<file path="src/design/swd_pkg.sv">
// Shared types and constants for the stuck-CPU watchdog.
package swd_pkg;

  // command codes carried by an input item
  typedef enum logic [1:0] {
    CMD_HEARTBEAT = 2'd0,
    CMD_NMI       = 2'd1,
    CMD_DISABLE   = 2'd2,
    CMD_ENABLE    = 2'd3
  } cmd_t;

  // counter kinds for the overflow test
  typedef enum logic [1:0] {
    KIND_NONE     = 2'd0,
    KIND_CTRL31   = 2'd1,
    KIND_VARWIDTH = 2'd2,
    KIND_BIT32    = 2'd3
  } kind_t;

  // configuration register indexes
  localparam logic [7:0] REG_COUNTER_KIND     = 8'd0;
  localparam logic [7:0] REG_COUNTER_WIDTH    = 8'd1;
  localparam logic [7:0] REG_TIMEOUT_SECONDS  = 8'd2;
  localparam logic [7:0] REG_TICKS_PER_SECOND = 8'd3;

  localparam int unsigned CFG_INDEX_W = 8;
  localparam int unsigned CFG_DATA_W  = 10;

  localparam int unsigned HB_W    = 32;
  localparam int unsigned ALERT_W = 18;
  localparam int unsigned NEST_W  = 8;

  localparam logic [ALERT_W-1:0] ALERT_MAX = {ALERT_W{1'b1}};
  localparam logic [NEST_W-1:0]  NEST_MAX  = {NEST_W{1'b1}};

  localparam logic [6:0] WIDTH_MIN = 7'd32;
  localparam logic [6:0] WIDTH_MAX = 7'd64;

  typedef struct packed {
    kind_t      counter_kind;
    logic [6:0] counter_width;
    logic [7:0] timeout_seconds;
    logic [9:0] ticks_per_second;
  } cfg_t;

  typedef struct packed {
    cmd_t        cmd;
    logic [63:0] counter_snapshot;
  } item_t;

  typedef struct packed {
    logic watchdog_nmi;
    logic cpu_stuck;
    logic watchdog_active;
    logic nest_error;
  } result_t;

endpackage

</file>
<file path="src/design/swd_cfg.sv">
// Configuration registers of the stuck-CPU watchdog.
module swd_cfg (
  input  logic                              clk,
  input  logic                              rst,
  input  logic                              cfg_valid,
  output logic                              cfg_ready,
  input  logic [swd_pkg::CFG_INDEX_W-1:0]   cfg_index,
  input  logic [swd_pkg::CFG_DATA_W-1:0]    cfg_data,
  output swd_pkg::cfg_t                     cfg
);

  // always take a write
  assign cfg_ready = 1'b1;

  // write the addressed register, ignore unknown indexes
  always_ff @(posedge clk) begin
    if (rst) begin
      cfg.counter_kind     <= swd_pkg::KIND_NONE;
      cfg.counter_width    <= 7'd32;
      cfg.timeout_seconds  <= 8'd5;
      cfg.ticks_per_second <= 10'd100;
    end else if (cfg_valid) begin
      case (cfg_index)
        swd_pkg::REG_COUNTER_KIND:     cfg.counter_kind     <= swd_pkg::kind_t'(cfg_data[1:0]);
        swd_pkg::REG_COUNTER_WIDTH:    cfg.counter_width    <= cfg_data[6:0];
        swd_pkg::REG_TIMEOUT_SECONDS:  cfg.timeout_seconds  <= cfg_data[7:0];
        swd_pkg::REG_TICKS_PER_SECOND: cfg.ticks_per_second <= cfg_data[9:0];
        default: ;
      endcase
    end
  end

endmodule

</file>
<file path="src/design/swd_core.sv">
// Watchdog state and the per-item update and classification logic.
module swd_core (
  input  logic              clk,
  input  logic              rst,
  input  logic              fire,
  input  swd_pkg::item_t    item,
  input  swd_pkg::cfg_t     cfg,
  output swd_pkg::result_t  result
);

  logic [swd_pkg::HB_W-1:0]    heartbeat_count, heartbeat_count_next;
  logic [swd_pkg::HB_W-1:0]    last_heartbeat, last_heartbeat_next;
  logic [swd_pkg::ALERT_W-1:0] alert_count, alert_count_next;
  logic [swd_pkg::NEST_W-1:0]  disable_nest, disable_nest_next;

  logic [swd_pkg::ALERT_W-1:0] threshold;
  logic [6:0]                  width_clamped;
  logic [5:0]                  top_bit;
  logic                        tick;

  // stuck threshold: seconds times tick rate, fits in the alert width
  assign threshold = swd_pkg::ALERT_W'(cfg.timeout_seconds) *
                     swd_pkg::ALERT_W'(cfg.ticks_per_second);

  // clamp the variable counter width and pick its top bit
  always_comb begin
    if (cfg.counter_width < swd_pkg::WIDTH_MIN) width_clamped = swd_pkg::WIDTH_MIN;
    else if (cfg.counter_width > swd_pkg::WIDTH_MAX) width_clamped = swd_pkg::WIDTH_MAX;
    else width_clamped = cfg.counter_width;
  end
  assign top_bit = 6'(width_clamped - 7'd1);

  // classify the NMI from the snapshot overflow bit
  always_comb begin
    case (cfg.counter_kind)
      swd_pkg::KIND_CTRL31:   tick = item.counter_snapshot[31];
      swd_pkg::KIND_VARWIDTH: tick = ~item.counter_snapshot[top_bit];
      swd_pkg::KIND_BIT32:    tick = ~item.counter_snapshot[32];
      default:                tick = 1'b1;
    endcase
  end

  // next state and result for one item
  always_comb begin
    heartbeat_count_next = heartbeat_count;
    last_heartbeat_next  = last_heartbeat;
    alert_count_next     = alert_count;
    disable_nest_next    = disable_nest;
    result               = '0;
    case (item.cmd)
      swd_pkg::CMD_HEARTBEAT: begin
        heartbeat_count_next = heartbeat_count + 1'b1;
      end
      swd_pkg::CMD_NMI: begin
        if (last_heartbeat == heartbeat_count && disable_nest == '0) begin
          if (alert_count != swd_pkg::ALERT_MAX) alert_count_next = alert_count + 1'b1;
          result.cpu_stuck = (alert_count_next == threshold);
        end else begin
          last_heartbeat_next = heartbeat_count;
          alert_count_next    = '0;
        end
        result.watchdog_nmi = tick;
      end
      swd_pkg::CMD_DISABLE: begin
        if (disable_nest == swd_pkg::NEST_MAX) result.nest_error = 1'b1;
        else disable_nest_next = disable_nest + 1'b1;
      end
      default: begin
        if (disable_nest == '0) result.nest_error = 1'b1;
        else disable_nest_next = disable_nest - 1'b1;
      end
    endcase
    result.watchdog_active = (disable_nest_next == '0);
  end

  // advance state when an item is processed
  always_ff @(posedge clk) begin
    if (rst) begin
      heartbeat_count <= '0;
      last_heartbeat  <= '0;
      alert_count     <= '0;
      disable_nest    <= swd_pkg::NEST_W'(1);
    end else if (fire) begin
      heartbeat_count <= heartbeat_count_next;
      last_heartbeat  <= last_heartbeat_next;
      alert_count     <= alert_count_next;
      disable_nest    <= disable_nest_next;
    end
  end

endmodule

</file>
<file path="src/design/stuck_cpu_nmi_watchdog.sv">
// Top level of the stuck-CPU watchdog: input register, core, result register.
// An item is held in the input register, then its result in the result register.
// Throughput: one item per cycle; the input stalls only while both the input
// register and the result register hold items and the result is not taken.
// Reset (rst, synchronous): heartbeat and alert state clear, nest count goes
// to one, configuration returns to kind 0, width 32, timeout 5, rate 100.
module stuck_cpu_nmi_watchdog (
  input  logic                            clk,
  input  logic                            rst,
  input  logic                            in_valid,
  output logic                            in_ready,
  input  logic [1:0]                      cmd,
  input  logic [63:0]                     counter_snapshot,
  output logic                            out_valid,
  input  logic                            out_ready,
  output logic                            watchdog_nmi,
  output logic                            cpu_stuck,
  output logic                            watchdog_active,
  output logic                            nest_error,
  input  logic                            cfg_valid,
  output logic                            cfg_ready,
  input  logic [swd_pkg::CFG_INDEX_W-1:0] cfg_index,
  input  logic [swd_pkg::CFG_DATA_W-1:0]  cfg_data
);

  swd_pkg::cfg_t    cfg;
  swd_pkg::item_t   item;
  swd_pkg::result_t result, result_q;
  logic             item_valid;
  logic             advance;

  swd_cfg u_cfg (
    .clk       (clk),
    .rst       (rst),
    .cfg_valid (cfg_valid),
    .cfg_ready (cfg_ready),
    .cfg_index (cfg_index),
    .cfg_data  (cfg_data),
    .cfg       (cfg)
  );

  // the held item moves on when the result register is free or being taken
  assign advance  = ~out_valid | out_ready;
  assign in_ready = ~item_valid | advance;

  // hold the accepted item
  always_ff @(posedge clk) begin
    if (rst) item_valid <= 1'b0;
    else if (in_ready) item_valid <= in_valid;
  end

  always_ff @(posedge clk) begin
    if (in_valid && in_ready) begin
      item.cmd              <= swd_pkg::cmd_t'(cmd);
      item.counter_snapshot <= counter_snapshot;
    end
  end

  swd_core u_core (
    .clk    (clk),
    .rst    (rst),
    .fire   (item_valid & advance),
    .item   (item),
    .cfg    (cfg),
    .result (result)
  );

  // hold the result until it is taken
  always_ff @(posedge clk) begin
    if (rst) out_valid <= 1'b0;
    else if (advance) out_valid <= item_valid;
  end

  always_ff @(posedge clk) begin
    if (advance && item_valid) result_q <= result;
  end

  assign watchdog_nmi    = result_q.watchdog_nmi;
  assign cpu_stuck       = result_q.cpu_stuck;
  assign watchdog_active = result_q.watchdog_active;
  assign nest_error      = result_q.nest_error;

endmodule
</file>
<file path="config.mk">
export PLATFORM = sky130hd
export DESIGN_NAME = stuck_cpu_nmi_watchdog
export DESIGN_NICKNAME = d
export VERILOG_FILES = /design/src/design/swd_pkg.sv /design/src/design/swd_cfg.sv /design/src/design/swd_core.sv /design/src/design/stuck_cpu_nmi_watchdog.sv
export SDC_FILE = /design/constraint.sdc
export NUM_CORES = 1
export LEC_CHECK = 0
export ABC_AREA = 1
export CORE_AREA = 3 3 201 164
export DETAILED_ROUTE_END_ITERATION = 10
export DIE_AREA = 0 0 204 167
export DONT_BUFFER_PORTS = 1
export PLACE_DENSITY = 0.56
export SETUP_SLACK_MARGIN = 0.5
export SLEW_MARGIN = 20
export SYNTH_ARGS = -nofsm -noshare
export SYNTH_HDL_FRONTEND = slang
export SYNTH_SLANG_ARGS = --single-unit
</file>
<file path="constraint.sdc">
create_clock -name clk -period 5.9 [get_ports clk]
set_input_delay 0.295 -clock clk [delete_from_list [all_inputs] [get_ports clk]]
set_output_delay 0.295 -clock clk [all_outputs]
set_load 0.01 [all_outputs]
</file>
==> flow_metrics.env <==
export IMPL_netlist_top_cell_by_area="sky130_fd_sc_hd__dfxtp_1"
export IMPL_worstHoldPathType="primary input to register"
export IMPL_grt_ovfl_total=0
export IMPL_clock_root_buffer="sky130_fd_sc_hd__clkbuf_16"
export IMPL_ys_warnings_count=0
export IMPL_max_slew_worst_pin_slew_ns=0.997
export IMPL_cts_num_sinks=189
export IMPL_port_buffers=0
export IMPL_drt_wirelength_per_cell_microns=14.1
export IMPL_areaGrowthSynthToFinish_pct=13.2
export IMPL_postSynth_topFlopCell="sky130_fd_sc_hd__dfxtp_1"
export IMPL_groute_usage_overall_pct=17.5
export IMPL_critPathArrivalTime_ns=4.87
export IMPL_synth_cell_types=58
export IMPL_grt_antenna_before_repair=0
export IMPL_worstPathRequired_ns=6.09
export IMPL_post_synth_top_area_fraction_pct=19.7
export IMPL_drv_slew=0
export IMPL_highest_signal_layer="met4"
export IMPL_synth_edf_count=70
export IMPL_ios=96
export IMPL_synth_top_cells_by_count="sky130_fd_sc_hd__nand2_1 (336), sky130_fd_sc_hd__inv_1 (270), sky130_fd_sc_hd__a21oi_1 (120)"
export IMPL_insertion_delay_ns=0.44
export IMPL_setup_tns_final_ns=0
export IMPL_cts_tree="yes"
export IMPL_critPathMaxStageDelay_ns=0.55
export IMPL_postCtsResizedCells=0
export IMPL_postCtsHoldBufs=72
export IMPL_met2RoutedLength_microns=12700
export IMPL_fillerInstances=3069
export IMPL_most_frequent_cell_after_synthesis="sky130_fd_sc_hd__nand2_1"
export IMPL_initial_core_util_pct=38.8
export IMPL_min_period_over_period_pct=79.3
export IMPL_finish_net_count=1789
export IMPL_tritoncts_num_buffers=17
export IMPL_worst_setup_skew_after_layout_ns=0.0100
export IMPL_setup_violations_final=0
export IMPL_placeableCoreArea_sq_mm=0.0311
export IMPL_antenna_cells=0
export IMPL_timing_setup_critical_path_class="register to register"
export IMPL_num_rows=58
export IMPL_report_power_total_mw=2.73
export IMPL_vias=9978
export IMPL_drtIter0Drc=789
export IMPL_drive_above_1_share_pct=5.43
export IMPL_cts_root_to_sink_buffers=2
export IMPL_grt_max_degree=67
export IMPL_crit_slowest_cell="sky130_fd_sc_hd__dfxtp_1"
export IMPL_p_leak_nw=5.96
export IMPL_drt_pre_antenna_iters=5
export IMPL_final_util_pct=44.0
export IMPL_slew_limit_headroom_pct=33.0
export IMPL_status="finished, final reports clean"
export IMPL_post_cts_setup_buffer_count=0
export IMPL_grt_pass1_wl_microns=48500
export IMPL_route_antenna_remaining_nets=0
export IMPL_final_hold_violation_count=0
export IMPL_postRouteWirelength_microns=28800
export IMPL_gp_congestion=0.872
export IMPL_min_period_ns=4.68
export IMPL_routed_wl_met3_microns=1300
export IMPL_dp_hpwl_microns=21200
export IMPL_grt_setup_unrepaired="no"
export IMPL_drt_drc_violations_left=0
export IMPL_via_per_inst=4.89
export IMPL_syn_instance_count=1571
export IMPL_max_cap_viol_count=0
export IMPL_netlist_area_before_placement_sq_mm=0.0121
export IMPL_synth_sequential_area_ratio_pct=37.1
export IMPL_asyncSetResetFlopFracSynth_pct=0
export IMPL_syn_area_per_cell_sq_um=7.70
export IMPL_worstSetupStartpointType="register"
export IMPL_number_of_global_route_vias_before_repair=9586
export IMPL_worstPathMaxFanout=11
export IMPL_synth_top_cells_by_area="sky130_fd_sc_hd__dfxtp_1 (20%), sky130_fd_sc_hd__edfxtp_1 (17%), sky130_fd_sc_hd__nand2_1 (10%), sky130_fd_sc_hd__inv_1 (8.4%), sky130_fd_sc_hd__fa_1 (7.9%)"
export IMPL_dieHeight_microns=167
export IMPL_die_w_microns=204
export IMPL_cell_with_the_most_instances_on_the_worst_path="sky130_fd_sc_hd__fa_1"
export IMPL_clock_fmax_ghz=0.214
export IMPL_synth_seq_cells=189
export IMPL_met1_wire_length_microns=14300
export IMPL_mappedNetlistNets=1752
export IMPL_power_density_mw_per_mm2=200
export IMPL_ir_worst_vdd_mv=0.215
export IMPL_worstSetupEndpointType="register"
export IMPL_htreeDepth=4
export IMPL_path_cells="nand2_1 -> fa_1 -> fa_1 -> fa_1 -> fa_1 -> inv_1 -> ha_1 -> inv_1 -> o21ai_0 -> a21oi_1 -> nand3_1 -> nand3_1 -> o21ai_1 -> xnor2_1 -> or2_1 -> nand4_1 -> nor2_1"
export IMPL_die_area_sq_mm=0.0341
export IMPL_clk_pin_slew_ns=0.07
[area by class of cell]
cell class | instances | area, sq um | share of cell area (%)
repair buffers | 77 | 768 | 5.61
well taps | 420 | 526 | 3.84
inverters | 285 | 1070 | 7.84
flip-flops and latches | 189 | 4480 | 32.8
clock buffers | 18 | 429 | 3.13
clock inverters | 13 | 126 | 0.923
multi-input cells | 1038 | 6280 | 45.9
[stage by stage]
| step | instances | hold WS, ns | setup WS (ns) | instance area, sq um |
|---|---|---|---|---|
| 2_1_floorplan | 1571 | 0.394 | 1.49 | 12100 |
| 3_3_place_gp | 1937 | 0.390 | 1.35 | 12400 |
| 3_5_place_dp | 1937 | 0.390 | 1.24 | 12400 |
| 4_1_cts | 2040 | 0.0139 | 1.23 | 13700 |
| 5_1_grt | 2040 | 0.0271 | 0.906 | 13700 |
| 6_report | 2040 | 0.0261 | 1.22 | 13700 |
[state kept, by name, indices dropped and copies added (netlist names), 8 cells and up]
name	count
item	66
u_core.heartbeat_count	32
u_cfg.cfg	27
u_core.last_heartbeat	32
u_core.alert_count	18
u_core.disable_nest	8
[cells by family after synthesis]
logic type / Yosys count / synth area share, %
compound gates: 253 / 11.3
xor+xnor: 55 / 4.11
fa+ha+maj: 92 / 12.5
buf+inv: 344 / 11.0
flops: 189 / 37.1
other cells: 1 / 0.0310
simple gates: 637 / 24.0
[cells in the final DEF (no fill, tap or decap), drive strengths merged]
| cell type | synthesis | routed |
|---|---|---|
| a211oi | 2 | 2 |
| a31o | 1 | 1 |
| nor3b | 3 | 3 |
| o22ai | 3 | 3 |
| or2 | 5 | 5 |
| nand4 | 11 | 11 |
| a221oi | 1 | 1 |
| clkinv | 7 | 11 |
| nor3 | 26 | 26 |
| a32oi | 1 | 1 |
| o21bai | 1 | 1 |
| inv | 278 | 283 |
| fa | 48 | 48 |
| edfxtp | 70 | 70 |
| o211ai | 21 | 21 |
| ha | 44 | 44 |
| clkinvlp | 0 | 4 |
| a21oi | 120 | 120 |
| o31ai | 1 | 1 |
| nor4 | 10 | 10 |
| nand3b | 17 | 17 |
| xor2 | 40 | 40 |
| dfxtp | 119 | 119 |
| o21a | 4 | 4 |
| and2 | 1 | 1 |
| nor2 | 110 | 110 |
| conb | 1 | 1 |
| buf | 24 | 6 |
| and3 | 4 | 4 |
| a21boi | 1 | 1 |
| o221ai | 1 | 1 |
| dlygate4sd3 | 0 | 71 |
| xnor2 | 15 | 15 |
| nand2 | 350 | 350 |
| o21ai | 95 | 95 |
| nand3 | 100 | 100 |
| clkbuf | 35 | 18 |
| a22oi | 1 | 1 |
[power breakdown]
group	leakage, nW	switching [mW]	internal, mW	total (mW)
logic	4.05	0.115	0.0833	0.199
registers	1.65	0.0210	1.40	1.42
clock network	0.257	0.563	0.554	1.12
total	5.96	0.700	2.03	2.73
[worst max-delay path: cells and delay by family, from the launching register on]
family / cells / cell delay (ns)
xor+xnor: 1 / 0.09
flops: 1 / 0.55
fa+ha+maj: 5 / 2.45
compound gates: 3 / 0.46
simple gates: 6 / 0.78
buf+inv: 2 / 0.09
[worst paths after layout]
check	start	end	slack [ns]	depth (start not counted)
setup / recovery	u_cfg.cfg[17]$_SDFFE_PP0P_	cpu_stuck$_SDFFCE_PN0P_	1.22	17
hold / removal	cfg_data[5]	u_cfg.cfg[15]$_SDFFE_PP0P_	0.03	2
hold reg to reg	u_core.last_heartbeat[1]$_SDFFE_PP0P_	u_core.last_heartbeat[1]$_SDFFE_PP0P_	0.46	2
setup reg to reg	u_cfg.cfg[17]$_SDFFE_PP0P_	cpu_stuck$_SDFFCE_PN0P_	1.22	17
[layer usage]
metal,global-route usage (%),vias up
met5,0,-
met4,4.10,0
met3,2.70,26
met2,26.9,211
met1,26.0,4638
li1,-,5103
No activity file was read; power rests on OpenSTA's default activity.
